<file path="config.mk">
export PLATFORM = sky130hd
export DESIGN_NAME = gbpy_front_flat
export DESIGN_NICKNAME = d
export VERILOG_FILES = /design/src/hdl/gbpy_pkg.sv /design/src/hdl/gbpy_if.sv /design/src/hdl/gbpy_front.sv /design/src/flat_wrapper.sv
export SDC_FILE = /design/constraint.sdc
export NUM_CORES = 1
export LEC_CHECK = 0
export ABC_AREA = 1
export BUFFER_PORTS_ARGS = -buffer_cell sky130_fd_sc_hd__buf_2
export CAP_MARGIN = 10
export CORE_MARGIN = 2
export CORE_UTILIZATION = 65
export DETAILED_ROUTE_END_ITERATION = 8
export PLACE_DENSITY = 0.88
export SYNTH_ARGS = -nofsm -noshare
export SYNTH_HDL_FRONTEND = slang
export SYNTH_SLANG_ARGS = --single-unit
</file>
<file path="constraint.sdc">
create_clock -name clk -period 15.33 [get_ports clk]
set_input_delay 1.533 -clock clk [delete_from_list [all_inputs] [get_ports clk]]
set_output_delay 1.533 -clock clk [all_outputs]
set_load 0.005 [all_outputs]
</file>
<file path="src/hdl/gbpy_pkg.sv">
// Shared types, constants and lookup functions for the GB2312 pinyin initial extractor.
// Used by the interfaces' neighbors, the front end, the job queue and the back end.
// Depends on nothing.
`default_nettype none

package gbpy_pkg;

  // Default depth of the queue between front end and back end.
  localparam int GBPY_QUEUE_DEPTH = 2;

  localparam logic [7:0] LEAD_MIN  = 8'h80;
  localparam logic [7:0] PAIR_MIN  = 8'hA1;
  localparam logic [7:0] PAIR_BIAS = 8'hA0;

  localparam logic [13:0] CODE_RANGE_LO  = 14'd1601;
  localparam logic [13:0] CODE_RANGE_END = 14'd5590;
  localparam logic [13:0] CODE_ROM_LO    = 14'd5601;
  localparam logic [13:0] CODE_ROM_HI    = 14'd8794;
  localparam logic [13:0] ROW_WEIGHT     = 14'd100;

  localparam logic [6:0]  ROM_ROW_BASE = 7'd56;
  localparam logic [11:0] ROM_ROW_SPAN = 12'd94;

  localparam logic [7:0] ASCII_LOWER_A = 8'h61;
  localparam logic [7:0] ASCII_LOWER_Z = 8'h7A;
  localparam logic [7:0] ASCII_UPPER_A = 8'h41;
  localparam logic [7:0] ASCII_UPPER_Z = 8'h5A;
  localparam logic [7:0] ASCII_CASE    = 8'h20;

  // How a completed character is looked up.
  typedef enum logic [1:0] {
    KIND_NONE,
    KIND_RANGE,
    KIND_ROM
  } kind_t;

  // One job handed from the front end to the back end.
  typedef struct packed {
    kind_t       kind;
    logic [13:0] code;
    logic [11:0] rom_idx;
    logic        last;
  } job_t;

  localparam int RANGE_COUNT = 23;

  localparam logic [13:0] RANGE_TOP [RANGE_COUNT] = '{
    14'd1637, 14'd1833, 14'd2078, 14'd2274, 14'd2302, 14'd2433, 14'd2594, 14'd2787,
    14'd3106, 14'd3212, 14'd3472, 14'd3635, 14'd3722, 14'd3730, 14'd3858, 14'd4027,
    14'd4086, 14'd4390, 14'd4558, 14'd4684, 14'd4925, 14'd5249, 14'd5590
  };

  // A B C D E F G H J K L M N O P Q R S T W X Y Z
  localparam logic [6:0] RANGE_LETTER [RANGE_COUNT] = '{
    7'd65, 7'd66, 7'd67, 7'd68, 7'd69, 7'd70, 7'd71, 7'd72,
    7'd74, 7'd75, 7'd76, 7'd77, 7'd78, 7'd79, 7'd80, 7'd81,
    7'd82, 7'd83, 7'd84, 7'd87, 7'd88, 7'd89, 7'd90
  };

  // Initials of the second-level characters, first character in the top byte.
  localparam ROM_TEXT = {
    "cjwgnspgcenegypbtwxzdxykygtpjnmjqmbsgzscyjsyyfpggbzgydywjkgaljswkbjqhyjwpdzlsgmr",
    "ybywwccgznkydgttngjeyekzydcjnmcylqlypyqbqrpzslwbdgkjfyxjwcltbncxjjjjcxdtqsqzycdxxhgckbphffss",
    "pybgmxjbbyglbhlssmzmpjhsojnghdzcdklgjhsgqzhxqgkezzwymcscjnyetxadzpmdssmzjjqjyzcjjfwqjbdzbjgd",
    "nzcbwhgxhqkmwfbpbqdtjjzkqhylcgxfptyjyyzpsjlfchmqshgmmxsxjpkdcmbbqbefsjwhwwgckpylqbgldlcctnma",
    "eddksjngkcsgxlhzaybdbtsdkdylhgymylcxpycjndqjwxqxfyyfjlejbzrwccqhqcsbzkymgplbmcrqcflnymyqmsqt",
    "rbcjthztqfrxchxmcjcjlxqgjmshzkbswxemdlckfsydsglycjjssjnqbjctyhbftdcyjdgwyghqfrxwckqkxebpdjpx",
    "jqsrmebwgjlbjslyysmdxlclqkxlhtjrjjmbjhxhwywcbhtrxxglhjhfbmgykldyxzpplggpmtcbbajjzyljtyanjgbj",
    "flqgdzyqcaxbkclecjsznslyzhlxlzcghbxzhznytdsbcjkdlzayffydlabbgqszkggldndnyskjshdlxxbcghxyggdj",
    "mmzngmmccgwzszxsjbznmlzdthcqydbdllscddnlkjyhjsycjlkohqasdhnhcsgaehdaashtcplcpqybsdmpjlpcjaql",
    "cdhjjasprchngjnlhlyyqyhwzpnccgwwmzffjqqqqxxaclbhkdjxdgmmydjxzllsygxgkjrywzwyclzmcsjzldbndcfc",
    "xyhlschycjqppqagmnyxpfrkssbjlyxyjjglnscmhcwwmnzjjlhmhchsyppttxrycsxbyhcsmxjsxnbwgpxxtaybgajc",
    "xlypdccwqocwkccsbnhcpdyznbcyytyckskybsqkkytqqxfcwchcwkelcqbsqyjqcclmthsywhmktlkjlychwheqjhtj",
    "hppqpqscfymmcmgbmhglgsllysdllljpchmjhwljcyhzjxhdxjlhxrswlwzjcbxmhzqxsdzpmgfcsglsdymjshxpjxom",
    "yqknmyblrthbcftpmgyxlchlhlzylxgsssscclsldclepbhshxyyfhbmgdfycnjqwlqhjjcywjztejjdhfblqxtqkwhd",
    "chqxagtlxljxmsljhdzkzjecxjcjnmbbjcsfywkbjzghysdcpqyrsljpclpwxsdwejbjcbcnaytmgmbapclyqbclzxcb",
    "nmsggfnzjjbzsfqyndxhpcqkzczwalsbccjxpozgwkybsgxfcfcdkhjbstlqfsgdslqwzkxtmhsbgzhjcrglyjbpmljs",
    "xlcjqqhzmjczydjwbmjklddpmjegxyhylxhlqyqhkycwcjmyhxnatjhyccxzpcqlbzwwwtwbqcmlbmynjcccxbbsnzzl",
    "jpljxyztzlgcldcklyrzzgqtgjhhgjljaxfgfjzslcfdqzlclgjdjcsnclljpjqdcclcjxmyzftsxgcgsbrzxjqqcczh",
    "gyjdjqqlzxjyldlbcyamcstylbdjbyregklzdzhldszchznwczcllwjqjjjkdgjcolbbzppglghtgzcygezmycnqcycy",
    "hbhgxkamtxyxnbskyzzgjzlqjdfcjxdygjqjjpmgwgjjjpkjsbgbmmcjssclpqpdxcdyykypcjddyygywchjrtgcnyql",
    "dkljczzgzccjgdyksgpzmdlcphnjafyzdjcnmwescsglbtzcgmsdllyxqsxsbljsbbsgghfjlwpmzjnlyywdqshzxtyy",
    "whmcyhywdbxbtlmswyyfsbjcbdxxlhjhfpsxzqhfzmqcztqcxzxrdkdjhnnyzqqfnqdmmgnydxmjgdhcdycbffallztd",
    "ltfkmxqzdngeqdbdczjdxbzgsqqddjcmbkxffxmkdmcsychzcmljdjynhprsjmkmpcklgdbqtfzswtfgglyplljzhgjj",
    "gypzltcsmcnbtjbhfkdhbyzgkpbbymtdlsxsbnpdkleycjnycdykzddhqgsdzsctarlltkzlgecllkjljjaqnbdggghf",
    "jtzqjsecshalqfmmgjnlyjbbtmlycxdcjpldlpcqdhsycbzsckbzmsljflhrbjsnbrgjhxpdgdjybzgdlgcsezgxlblg",
    "yxtwmabchecmwyjyzlljjshlgndjlslygkdzpzxjyyzlpcxszfgwyydlyhcljscmbjhblyjlycblydpdqysxktbytdkd",
    "xjypcnrjmfdjgklccjbctbjddbblblcdqrppxjcglzcshltoljnmdddlngkaqakgjgyhheznmshrphqqjchgmfprxcjg",
    "dychghlyrzqlcngjnzsqdkqjymszswlcfqjqxgbggxmdjwlmcrnfkkfsyyljbmqammmycctbshcptxxzzsmphfshmclm",
    "ldjfyqxsdyjdjjzzhqpdszglssjbckbxyqzjsgpsxjzqznqtbdkwxjkhhgflbcsmdldgdzdblzkycqnncsybzbfglzzx",
    "swmsccmqnjqsbdqsjtxxmbldxcclzshzcxrqjgjylxzfjphymzqqydfqjjlcznzjcdgzygcdxmzysctlkphtxhtlbjxj",
    "lxscdqccbbqjfqzfsltjbtkqbsxjjljchczdbzjdczjccprnlqcgpfczlclcxzdmxmphgsgzgszzqjxlwtjpfsyaslcj",
    "btckwcwmytcsjjljcqlwzmalbxyfbpnlschtgjwejjxxglljstgshjqlzfkcgnndszfdeqfhbsaqdgylbxmmygszldyd",
    "jmjjrgbjgkgdhgkblgkbdmbylxwcxyttybkmrjjzxqjbhlmhmjjzmqasldcyxyqdlqcafywyxqhz"
  };

  localparam int ROM_LEN = $bits(ROM_TEXT) / 8;

  // Letter for a code in the first-level block, by range bounds.
  function automatic logic [6:0] range_letter(input logic [13:0] code);
    logic [6:0] l;
    logic       hit;
    l   = 7'd0;
    hit = 1'b0;
    for (int k = 0; k < RANGE_COUNT; k++) begin
      if (!hit && (code < RANGE_TOP[k])) begin
        l   = RANGE_LETTER[k];
        hit = 1'b1;
      end
    end
    return l;
  endfunction

  // Uppercase initial from the letter ROM, 0 past its end or for a non-letter.
  function automatic logic [6:0] rom_letter(input logic [11:0] idx);
    logic [7:0] c;
    c = 8'h00;
    if (int'(idx) < ROM_LEN) begin
      c = ROM_TEXT[8 * (ROM_LEN - 1 - int'(idx)) +: 8];
    end
    if ((c >= ASCII_LOWER_A) && (c <= ASCII_LOWER_Z)) begin
      return 7'(c - ASCII_CASE);
    end else if ((c >= ASCII_UPPER_A) && (c <= ASCII_UPPER_Z)) begin
      return c[6:0];
    end
    return 7'd0;
  endfunction

endpackage

`default_nettype wire

</file>
<file path="src/hdl/gbpy_if.sv">
// Valid/ready channel interfaces for the byte input and the letter output.
// Self-contained; used by the front end, the back end and the top level.
`default_nettype none

interface gbpy_in_if;
  logic       valid;
  logic       ready;
  logic [7:0] text_byte;
  logic       last_byte;

  modport source (output valid, output text_byte, output last_byte, input ready);
  modport sink   (input valid, input text_byte, input last_byte, output ready);
endinterface


`default_nettype wire

</file>
<file path="src/hdl/gbpy_front.sv">
// Front end: accepts bytes, pairs GB2312 bytes and classifies each character.
// Depends on gbpy_pkg and gbpy_in_if; pushes jobs into gbpy_queue.
`default_nettype none

module gbpy_front
  import gbpy_pkg::*;
(
  input  wire logic  clk,
  input  wire logic  rst_n,
  gbpy_in_if.sink    in_ch,
  input  wire logic  queue_full,
  output logic       push,
  output job_t       push_job
);

  logic       pend_v_r,  pend_v_nxt;
  logic [7:0] pend_hi_r, pend_hi_nxt;

  logic        accept;
  logic        pair;
  logic [6:0]  row;
  logic [6:0]  col;
  logic [13:0] code;
  logic [11:0] rom_idx;
  kind_t       kind;

  assign in_ch.ready = !queue_full;
  assign accept      = in_ch.valid && in_ch.ready;

  assign pair = pend_v_r && (pend_hi_r >= PAIR_MIN) && (in_ch.text_byte >= PAIR_MIN);
  assign row  = 7'(pend_hi_r - PAIR_BIAS);
  assign col  = 7'(in_ch.text_byte - PAIR_BIAS);
  assign code = 14'(14'(row) * ROW_WEIGHT) + 14'(col);
  assign rom_idx = 12'(12'(row - ROM_ROW_BASE) * ROM_ROW_SPAN) + 12'(col) - 12'd1;

  always_comb begin
    kind = KIND_NONE;
    if (pair) begin
      if ((code >= CODE_RANGE_LO) && (code < CODE_RANGE_END)) begin
        kind = KIND_RANGE;
      end else if ((code >= CODE_ROM_LO) && (code <= CODE_ROM_HI)) begin
        kind = KIND_ROM;
      end
    end
  end

  always_comb begin
    pend_v_nxt  = pend_v_r;
    pend_hi_nxt = pend_hi_r;
    if (accept) begin
      if (pair || (in_ch.text_byte < LEAD_MIN) || in_ch.last_byte) begin
        pend_v_nxt  = 1'b0;
        pend_hi_nxt = 8'h00;
      end else begin
        // hold a lead byte until its partner arrives
        pend_v_nxt  = 1'b1;
        pend_hi_nxt = in_ch.text_byte;
      end
    end
  end

  always_ff @(posedge clk) begin
    if (!rst_n) begin
      pend_v_r  <= 1'b0;
      pend_hi_r <= 8'h00;
    end else begin
      pend_v_r  <= pend_v_nxt;
      pend_hi_r <= pend_hi_nxt;
    end
  end

  // drop bytes that can produce no result
  assign push = accept && ((kind != KIND_NONE) || in_ch.last_byte);

  always_comb begin
    push_job.kind    = kind;
    push_job.code    = code;
    push_job.rom_idx = rom_idx;
    push_job.last    = in_ch.last_byte;
  end

endmodule

`default_nettype wire

</file>
<file path="src/flat_wrapper.sv">
// flat-port wrapper written by rule: the top's interface ports become plain ports
module gbpy_front_flat import gbpy_pkg::*;
  (clk, rst_n, queue_full, push, push_job, in_ch_valid, in_ch_text_byte, in_ch_last_byte, in_ch_ready);
  gbpy_in_if in_ch_i ();
  input  wire logic clk;
  input  wire logic rst_n;
  input  wire logic queue_full;
  output logic push;
  output job_t push_job;
  input wire logic [$bits(in_ch_i.valid)-1:0] in_ch_valid;
  input wire logic [$bits(in_ch_i.text_byte)-1:0] in_ch_text_byte;
  input wire logic [$bits(in_ch_i.last_byte)-1:0] in_ch_last_byte;
  output wire logic [$bits(in_ch_i.ready)-1:0] in_ch_ready;
  assign in_ch_i.valid = in_ch_valid;
  assign in_ch_i.text_byte = in_ch_text_byte;
  assign in_ch_i.last_byte = in_ch_last_byte;
  assign in_ch_ready = in_ch_i.ready;
  gbpy_front u_core (.clk(clk), .rst_n(rst_n), .in_ch(in_ch_i), .queue_full(queue_full), .push(push), .push_job(push_job));
endmodule
</file>
Word level (Yosys, flattened, before mapping) --
Index checks and enable logic that the tools add are counted.
Storage, ports and cells: logic and storage cells 33, bits in registers 9, latch bits 0, memories 0, bits in read-only memories 0, bits in writable memories 0, input port bits 13
Cells by class: shift operators 0, mux-type cells 5, bitwise gates (word level) 0, eq/ne operators 0, div/mod/pow operators 0, multiply operators 2, $lt $le $gt $ge 7, reduce and logical (&&, ||, !) cells 11, add/subtract/negate cells 6
Operators by type and width (count):
- >= comparator 8 bit (second input constant) | 2
- adder 14 x 7 -> 14 bit | 1
- >= comparator 14 x 11 -> 1 bit (second input constant) | 1
- >= comparator 14 x 13 -> 1 bit (second input constant) | 1
- <= comparator 14 bit (second input constant) | 1
- < comparator 14 x 13 -> 1 bit (second input constant) | 1
- subtractor 7 x 6 -> 7 bit (second input constant) | 2
- adder 12 x 7 -> 12 bit | 1
- multiplier 12 x 6 -> 11 bit (second input constant) | 1
- multiplier 7 x 5 -> 12 bit (second input constant) | 1
- subtractor 12 x 1 -> 12 bit (second input constant) | 1
- < comparator 8 bit (second input constant) | 1
- two-way mux 8 bit | 1
- subtractor 7 x 6 -> 8 bit (second input constant) | 1
- logical AND 1 bit | 6
- two-way mux 2 bit | 3
- logical OR 1 bit | 3
- nonzero test 2 bit | 1
- zero test 1 bit | 1
- two-way mux 1 bit | 1

Depth between registers and ports, before layout --
Gate-level depths: netlist (run 1).
depth in word-level cells 11, gate-level depth with buffers 25

Least setup slack after synthesis (run 1) --
OpenSTA, ideal clock, no wires.
path type reg-to-output, from register u_core.pend_hi_r[5], to output push_job[12] in the netlist's numbering, arrival 4.884 ns, slack 8.913 ns, data required time 13.797 ns, cell stages (with the launch flop) 24, path buffers 0, cell sequence dfxtp_1 -> inv_1 -> ha_1 -> xor2_1 -> fa_1 -> fa_1 -> fa_1 -> inv_1 -> ha_1 -> nand2_1 -> nand2_1 -> a31oi_1 -> inv_1 -> a21oi_1 -> o21ai_0 -> xor2_1 -> ha_1 -> inv_1 -> nor3_1 -> nand2_1 -> o311ai_0 -> a31oi_1 -> nand3_1 -> nand2_1
RTL lines:
- from (decl) | line gbpy_front.sv:17 | logic [7:0] pend_hi_r, pend_hi_nxt;
- from (signal assigned) | line gbpy_front.sv:68 | pend_hi_r <= pend_hi_nxt;
- to (decl) | line flat_wrapper.sv:9 | output job_t push_job;

==> results_dict.tcl, run 1 <==
set metrics [dict create \
    startpoint_type "flop" \
    hold_viol_final 0 \
    fin_worst_skew_ps 2.07 \
    clock_latency_ps 240 \
    ant_nets 0 \
    viasPerCell 5.32 \
    critPathKind "reg2out" \
    power_leakage_nw 2.27 \
    worst_pin_slew_ps 576 \
    numPortBuffers 43 \
    crit_arrival_ps 5670 \
    cpPeakStageDelay_ps 540 \
    placeableCoreArea_um2 5070 \
    fin_crit_ps 7210 \
    worst_setup_path_end_kind "primary output" \
    critPathBufInv 6 \
    grt_max_degree 11 \
    slew_viol_final 0 \
    ir_drop_v 0.0000610 \
    grt_use_total_pct 27.4 \
    synth_nets 619 \
    clk_pin_slew_ps 50 \
    r2r-start "u_core.pend_hi_r[2]" \
    drtIter0Drc 151 \
    synthArstFlopShare_pct 0 \
    min_period_over_period_pct 47.0 \
    grt_pass1_vias 3242 \
    hp-class "reg2reg" \
    clock-sinks 9 \
    cts_tree "built" \
    fp.dieH_um 76.2 \
    cts_root_buf "clkbuf_8" \
    crit_family "adder cells" \
    cts_buffers 3 \
    synthCells 517 \
    p_per_area_nw_per_um2 61.7 \
    fmax_mhz 139 \
    drcViolationCount 0 \
    synth_ff_type "dfxtp_1" \
    yosysSeqAreaShare_pct 5.32 \
    worstPathMaxFanout 7 \
    ys_ff_latch 9 \
    relSlewSlack_pct 61.5 \
    rsz0062_at_grt "no" \
    layout.nets 664 \
    place_hpwl_um 6360 \
    post_cts_buffers 0 \
    worst_hold_startpoint "u_core.pend_v_r" \
    cp.required_ps 13800 \
    ys_types 29 \
    grt_pass1_wl_um 13600 \
    drt_wl_total_um 7580 \
    final_layout_size_suffix_gt1_share_pct 11.1 \
    startpoint "u_core.pend_hi_r[5]" \
    postCtsResizedCells 0 \
    outcome "finished clean" \
    h-tree-depth 1 \
    synth_edf_count 0 \
    hold_buffers 0 \
    start_util_pct 66.7 \
    utilization_pct 73.1 \
    die_area_um2 5800 \
    yosysWarningCount 0 \
    clockBufferDepth 2 \
    avgRoutedWirePerCell_um 12.0 \
    rows 26 \
    diodes 0 \
    syn_area_per_cell_um2 6.55 \
    area_delta_synth_final_pct 9.61 \
    cap_violations 0 \
    grt-ovfl-total 0 \
    firstDrtPassIters 5 \
    die_x_um 76.2 \
    globalplace.congestion 0.877 \
    io_pins 44 \
    cp_slowest_cell "fa_1" \
    syn-cell-area_um2 3390 \
    final.setup.tns_ps 0 \
    antenna_found_initial 0 \
    routed-via-count 3355 \
    setup_viol 0 \
]
-- path summary, 6_finish.rpt --
kind | end | slack (ps) | cells after the start
hold reg to reg | u_core.pend_v_r | 480 | 2
hold / removal | u_core.pend_v_r | 480 | 2
setup / recovery | push_job[12] | 8120 | 25
setup reg to reg | u_core.pend_hi_r[0] | 13110 | 12
-- report_power, final --
part	leakage, nW	switching (mW)	total, mW	internal [mW]
registers	0.0728	0.00100	0.0250	0.0240
clock network	0.0228	0.0106	0.0288	0.0182
logic	2.17	0.100	0.175	0.0747
-- synth_stat cells (3+ instances only) --
master / count / area (um^2)
nand2_1: 128 / 480
inv_1: 123 / 462
ha_1: 70 / 876
nand3_1: 39 / 195
a21oi_1: 31 / 155
nor2_1: 21 / 78.8
xor2_1: 20 / 175
fa_1: 19 / 380
dfxtp_1: 9 / 180
nand2_2: 7 / 43.8
nand4_1: 7 / 43.8
xnor2_1: 6 / 52.6
nor3_1: 5 / 25.0
o21ai_0: 5 / 25.0
a21o_1: 4 / 30.0
buf_4: 3 / 22.5
nand3_2: 3 / 30.0
nor2_4: 3 / 33.8
-- cell usage in the layout, fill, tap and decap left out --
master / synthesis / final
a31oi_1: 2 / 2
o221ai_1: 1 / 1
xor2_1: 20 / 20
nand3_2: 3 / 3
nand3b_1: 1 / 1
a21oi_1: 31 / 31
nand3_1: 39 / 39
a21o_1: 4 / 4
buf_2: 0 / 43
nor2_2: 1 / 1
fa_1: 19 / 19
dfxtp_1: 9 / 9
nor2_4: 3 / 3
ha_1: 70 / 70
o311ai_0: 1 / 1
nand2_2: 7 / 7
nand4_1: 7 / 7
inv_1: 123 / 123
a211oi_1: 1 / 1
xnor2_1: 6 / 6
clkinv_1: 1 / 1
o21ai_0: 5 / 5
nor3_1: 5 / 5
o21bai_1: 2 / 2
clkbuf_1: 0 / 1
clkbuf_8: 0 / 3
nor2_1: 21 / 21
or2_2: 2 / 2
or2_1: 1 / 1
nor3b_1: 1 / 1
nand2_1: 128 / 128
-- cell type report --
cell class,instances,area (um^2)
repair buffers,43,215
flip-flops and latches,9,180
inverters,124,465
multi-input cells,381,2720
fillers,430,1360
clock buffers,4,45.0
well taps,70,87.6
-- per-layer routing --
layer  wire (um)  up-vias  part of all wire [%]  GRT usage (%)
met2        3700       76                    49           50.0
li1            -     1704                     -              -
met1        3460     1565                    46           34.9
met3         359       10                   4.7           4.62
met5           0        -                     0              0
met4          61        0                  0.81           3.64
-- flip-flops by register name, indices dropped and copies added (netlist names) --
signal,flops
u_core.pend_v_r,1
u_core.pend_hi_r,8
-- cell families after synthesis --
group / share of synthesized area, %
and+or+nand+nor: 28.7
buffers and inverters: 14.4
adders and majority gates: 37.1
AOI/OAI and AO/OA: 7.76
xor gates and xnor gates: 6.73
DFF: 5.32
-- through the flow --
stage                     hold slack (ps)  instances  setup slack [ps]  power, mW  area, um^2
final                                 477        631              8120      0.229        3710
after floorplan                       446        517              8910      0.147        3390
after global placement                453        627              8550      0.190        3670
after CTS                             475        631              8110      0.228        3710
after global routing                  498        631              7640      0.254        3710
after detailed placement              460        627              8400      0.199        3670
-- worst min-delay path: stages, from the launching register on --
cell	delay [ps]
dfxtp_1	310
nand2_1	60
a21oi_1	60
Power figures use the tool's default switching activity.
==> inputs of run 2 (changes only) <==
--- a/config.mk
+++ b/config.mk
@@ -9,9 +9,9 @@
 export BUFFER_PORTS_ARGS = -buffer_cell sky130_fd_sc_hd__buf_2
 export CAP_MARGIN = 10
 export CORE_MARGIN = 2
-export CORE_UTILIZATION = 65
+export CORE_UTILIZATION = 61
 export DETAILED_ROUTE_END_ITERATION = 8
-export PLACE_DENSITY = 0.88
+export PLACE_DENSITY = 0.84
 export SYNTH_ARGS = -nofsm -noshare
 export SYNTH_HDL_FRONTEND = slang
 export SYNTH_SLANG_ARGS = --single-unit
==> constraint.sdc (replaced) <==
create_clock -name clk -period 6.8 [get_ports clk]
set_input_delay 0.68 -clock clk [delete_from_list [all_inputs] [get_ports clk]]
set_output_delay 0.68 -clock clk [all_outputs]
set_load 0.005 [all_outputs]
==> results_dict.tcl, run 2 (synthesis results as in run 1) <==
set metrics [dict create \
    outcome "finished clean" \
    final_cell_mix "nand2_1 (128), inv_1 (123), ha_1 (70), buf_2 (43), nand3_1 (39)" \
    h-tree-depth 1 \
    final_layout_size_suffix_gt1_share_pct 11.4 \
    rrSetupSlack_ps 4560 \
    start_util_pct 62.2 \
    grt_pass1_wl_um 13000 \
    mostFrequentLayoutCell "nand2_1" \
    cts_buffers 3 \
    clk_pin_slew_ps 50 \
    cap_violations 0 \
    p_clk_share_pct 12.1 \
    critPathBufInv 5 \
    globalplace.congestion 0.850 \
    cp.required_ps 6120 \
    grt_use_total_pct 25.1 \
    combPwrFrac_pct 76.8 \
    clock_latency_ps 230 \
    hp-class "reg2reg" \
    crit_arrival_ps 5570 \
    min_period_over_period_pct 91.9 \
    p_int_uw 262 \
    r2r_cells 12 \
    holdWs_ps 471 \
    grt-ovfl-total 0 \
    top_layer_used "met4" \
    die_x_um 78.5 \
    layout.cells.non_filler 633 \
    fp.dieH_um 78.5 \
    placeableCoreArea_um2 5440 \
    met1_length_um 3540 \
    worst_hold_startpoint "u_core.pend_hi_r[7]" \
    drcViolationCount 0 \
    n_fill_cell 481 \
    place_hpwl_um 6200 \
    power_frac_seq_pct 11.1 \
    diodes 0 \
    firstDrtPassIters 4 \
    routed-via-count 3220 \
    cts_root_buf "clkbuf_8" \
    swShare_pct 48.3 \
    power.switching_uw 245 \
    ant_nets 0 \
    worstPathMaxFanout 9 \
    ir_drop_v 0.000128 \
    slew_viol_final 0 \
    cpPeakStageDelay_ps 540 \
    path_cells "ha_1, xor2_1, fa_1, fa_1, fa_1, inv_1, ha_1, nand2_1, nand2_1, a31oi_1, inv_1, a21oi_1, o21ai_0, xor2_1, ha_1, inv_1, nor3_1, nand2_1, o311ai_0, a31oi_1, inv_1, nand2_1, nand2_1, buf_2" \
    hold_viol_final 0 \
    cts_tree "built" \
    whs_path_depth 2 \
    p_per_area_nw_per_um2 136 \
    clockBufferDepth 2 \
    fin_worst_skew_ps 3.86 \
    setup_viol 0 \
    wl_met3_um 278 \
    largest_register "u_core.pend_hi_r" \
    final.setup.tns_ps 0 \
    power_leakage_nw 2.27 \
    reg2reg_to "u_core.pend_hi_r[5]" \
    rsz0062_at_grt "no" \
    r2r-start "u_core.pend_hi_r[2]" \
    cp_slowest_cell "fa_1" \
    drt_wl_total_um 7190 \
    crit_family "adder cells" \
    numPortBuffers 43 \
    fin_crit_ps 6250 \
    layout.nets 664 \
    grt_max_degree 11 \
    crit_top_cell "nand2_1" \
    viasPerCell 5.09 \
    worst_setup_path_end_kind "primary output" \
    area_delta_synth_final_pct 10.3 \
    critPathKind "reg2out" \
    numPlacedInstances 629 \
    relSlewSlack_pct 60.7 \
    drtIter0Drc 137 \
    fmax_mhz 160 \
    io_pins 44 \
    worst_pin_slew_ps 588 \
    reg_top3 "u_core.pend_hi_r (8), u_core.pend_v_r (1)" \
    largest_register_ffs 8 \
    min_to "u_core.pend_hi_r[7]" \
    wl_met2_um 3350 \
    antenna_found_initial 0 \
    clock-sinks 9 \
    startpoint_type "flop" \
    grt_pass1_vias 3046 \
    rows 27 \
    avgRoutedWirePerCell_um 11.4 \
    die_area_um2 6160 \
]
==> run 2: changes by cell type in the layout (fill, tap and decap cells not counted) <==
| cell | change |
|---|---|
| dfxtp_1 | -1 |
| dfxtp_2 | +1 |
| xor2_1 | -1 |
| xor2_4 | +1 |
==> run 2: timing repair <==
item | in CTS | in global routing
endpoints found under the setup margin | 0 | 1
hold buffers | 0 | 0
gates resized for setup | 0 | 3
setup buffers | 0 | 0
==> run 2: layout make-up <==
type	instances	area (um^2)	share of cell area (%)
inverter	124	465	12.5
tap	72	90.1	2.41
multi-input combinational	381	2740	73.3
timing repair buffer	43	215	5.76
clock buffer	4	45.0	1.21
sequential	9	181	4.86
==> run 2: worst register-to-register path, cell delays in order, from the launching register on <==
cell and delay [ps]:
dfxtp_1 570, inv_1 170, ha_1 230, inv_1 50, nor2_1 30, nand2_1 50, nand2_1 50, a211oi_1 440
nor3b_1 100, nand2_1 120, inv_1 130, nand2_1 100, a21oi_1 70
==> run 2: power by group through the flow <==
stage	sequential (mW)	combinational, mW	clock [mW]
detailed placement	0.0571	0.388	0
CTS	0.0562	0.391	0.0618
global route	0.0565	0.450	0.0661
global placement	0.0571	0.371	0
floorplan	0.0565	0.275	0
finish	0.0563	0.390	0.0616
==> run 2: through the flow <==
step                      setup slack [ps]  util [%]  area, um^2  total power [mW]
after global placement                 834      67.4        3670             0.428
after CTS                              352      68.3        3710             0.509
after global routing                  38.8      68.6        3730             0.573
after floorplan                       1240         -        3390             0.331
after detailed placement               635      67.4        3670             0.445
final                                  551      68.6        3730             0.508
==> run 2: worst max path at each step <==
stage | depth (start not counted) | start | end | slack, ps
4_1_cts | 25 | u_core.pend_hi_r[5] | push_job[12] | 350
6_report | 24 | u_core.pend_hi_r[3] | push_job[12] | 550
3_3_place_gp | 25 | u_core.pend_hi_r[5] | push_job[12] | 830
3_5_place_dp | 25 | u_core.pend_hi_r[5] | push_job[12] | 630
5_1_grt | 23 | u_core.pend_hi_r[3] | push_job[12] | 40
2_1_floorplan | 23 | u_core.pend_hi_r[5] | push_job[12] | 1240
==> run 2: layer usage <==
| layer | vias up | GRT usage, % |
|---|---|---|
| li1 | 1705 | - |
| met1 | 1446 | 34.7 |
| met2 | 63 | 44.1 |
| met3 | 6 | 2.41 |
| met4 | 0 | 1.75 |
| met5 | - | 0 |
==> inputs of run 3 (changes only) <==
--- a/config.mk
+++ b/config.mk
@@ -6,12 +6,12 @@
 export NUM_CORES = 1
 export LEC_CHECK = 0
 export ABC_AREA = 1
-export BUFFER_PORTS_ARGS = -buffer_cell sky130_fd_sc_hd__buf_2
 export CAP_MARGIN = 10
 export CORE_MARGIN = 2
-export CORE_UTILIZATION = 61
+export CORE_UTILIZATION = 67
 export DETAILED_ROUTE_END_ITERATION = 8
-export PLACE_DENSITY = 0.84
+export DONT_BUFFER_PORTS = 1
+export PLACE_DENSITY = 0.83
 export SYNTH_ARGS = -nofsm -noshare
 export SYNTH_HDL_FRONTEND = slang
 export SYNTH_SLANG_ARGS = --single-unit
==> results_dict.tcl, run 3 (synthesis results as in run 1) <==
set metrics [dict create \
    outcome "finished clean" \
    hp-class "reg2reg" \
    p_per_area_nw_per_um2 130 \
    layout.nets 621 \
    min_period_over_period_pct 92.7 \
    place_hpwl_um 6330 \
    worstPathMaxFanout 7 \
    cts_buffers 3 \
    grt-ovfl-total 0 \
    die_area_um2 5640 \
    final_layout_size_suffix_gt1_share_pct 3.86 \
    area_delta_synth_final_pct 3.36 \
    routed-via-count 3112 \
    rsz0062_at_grt "no" \
    hold_buffers 0 \
    antenna_found_initial 0 \
    crit_family "adder cells" \
    utilization_pct 73.1 \
    ir_drop_v 0.000104 \
    relSlewSlack_pct 61.1 \
    slew_viol_final 0 \
    drtIter0Drc 159 \
    viasPerCell 5.32 \
    avgRoutedWirePerCell_um 12.5 \
    final.setup.tns_ps 0 \
    cts_tree "built" \
    drcViolationCount 0 \
    drt_wl_total_um 7320 \
    startpoint_type "flop" \
    p_int_uw 220 \
    swShare_pct 51.5 \
    start_util_pct 70.7 \
    power_frac_seq_pct 12.3 \
    clk_pin_slew_ps 50 \
    timing.final.ws_setup_ps 500 \
    critPathKind "reg2out" \
    post_cts_buffers 0 \
    place_ws_ps 634 \
    largest_register_ffs 8 \
    grt_use_total_pct 26.9 \
    p_clk_share_pct 14.2 \
    ant_nets 0 \
    reg_top3 "u_core.pend_hi_r (8), u_core.pend_v_r (1)" \
    cpPeakStageDelay_ps 550 \
    cp.required_ps 6120 \
    power_leakage_nw 2.10 \
    cp_slowest_cell "fa_1" \
    grt_pass1_wl_um 12000 \
    h-tree-depth 1 \
    clock_latency_ps 240 \
    fin_crit_ps 6300 \
    rows 25 \
    hold_viol_final 0 \
    crit_arrival_ps 5620 \
    clock-sinks 9 \
    placeableCoreArea_um2 4790 \
    combPwrFrac_pct 73.5 \
    grt_pass1_vias 2838 \
    largest_register "u_core.pend_hi_r" \
    io_pins 44 \
    globalplace.congestion 0.851 \
    worst_pin_slew_ps 581 \
    fin_worst_skew_ps 0.622 \
    grt_max_degree 11 \
    critPathBufInv 4 \
    die_x_um 75.1 \
    firstDrtPassIters 4 \
    diodes 0 \
    mostFrequentLayoutCell "nand2_1" \
    cap_violations 0 \
    cts_root_buf "clkbuf_8" \
    power.switching_uw 233 \
    clockBufferDepth 2 \
    final_cell_mix "nand2_1 (128), inv_1 (123), ha_1 (70), nand3_1 (39), a21oi_1 (31)" \
    setup_viol 0 \
    postCtsResizedCells 0 \
    path_cells "inv_1, ha_1, xor2_2, fa_1, fa_1, fa_1, inv_1, ha_1, nand2_1, nand2_1, a31oi_1, inv_1, a21oi_1, o21ai_0, xor2_1, ha_1, inv_1, nor3_1, nand2_1, o311ai_0, a31oi_1, nand3_1, nand2_1" \
    numPortBuffers 0 \
    fmax_mhz 159 \
    worst_setup_path_end_kind "primary output" \
    fp.dieH_um 75.1 \
]
==> run 3: power groups by stage <==
stage | sequential (mW) | clock [mW] | combinational [mW]
floorplan | 0.0565 | 0 | 0.275
global placement | 0.0570 | 0 | 0.317
detailed placement | 0.0570 | 0 | 0.332
CTS | 0.0560 | 0.0636 | 0.335
global route | 0.0563 | 0.0673 | 0.386
finish | 0.0560 | 0.0644 | 0.333
==> run 3: final timing paths <==
check                                         start  depth (start not counted)             endpoint  slack, ps
worst min-delay path            u_core.pend_hi_r[7]                          2  u_core.pend_hi_r[7]        470
worst min register to register  u_core.pend_hi_r[7]                          2  u_core.pend_hi_r[7]        470
worst max-delay path            u_core.pend_hi_r[5]                         23         push_job[12]        500
worst max register to register  u_core.pend_hi_r[1]                         10  u_core.pend_hi_r[3]       4640
==> run 3: worst reg2reg max path: cells and delay by family (launching register included) <==
family | cells | cell delay [ps]
buffers and inverters | 2 | 320
adder cells (fa/ha/maj) | 1 | 240
AND/OR/NAND/NOR | 5 | 450
AO/OA/AOI/OAI | 2 | 460
flip-flops | 1 | 570
==> run 3: routing by layer <==
layer / global-route usage (%) / share of wire, % / up-vias / routed length, um
li1: - / - / 1616 / -
met1: 35.6 / 47 / 1413 / 3430
met2: 48.2 / 47 / 73 / 3470
met3: 3.35 / 4.9 / 10 / 360
met4: 2.98 / 0.79 / 0 / 58
met5: 0 / 0 / - / 0
==> run 3: per-stage QoR <==
stage          total power [mW]  hold slack (ps)  instances  cell area (um^2)
5_1_grt                   0.509              500        585              3500
6_report                  0.454              466        585              3500
3_5_place_dp              0.389              456        581              3450
3_3_place_gp              0.374              453        581              3450
2_1_floorplan             0.331              446        517              3390
4_1_cts                   0.455              463        585              3490
==> run 3: cell type report <==
cell class | instances | area, um^2
inverter | 124 | 465
clock buffer | 4 | 45.0
sequential | 9 | 180
tap | 67 | 83.8
multi-input combinational | 381 | 2730
fill | 418 | 1290
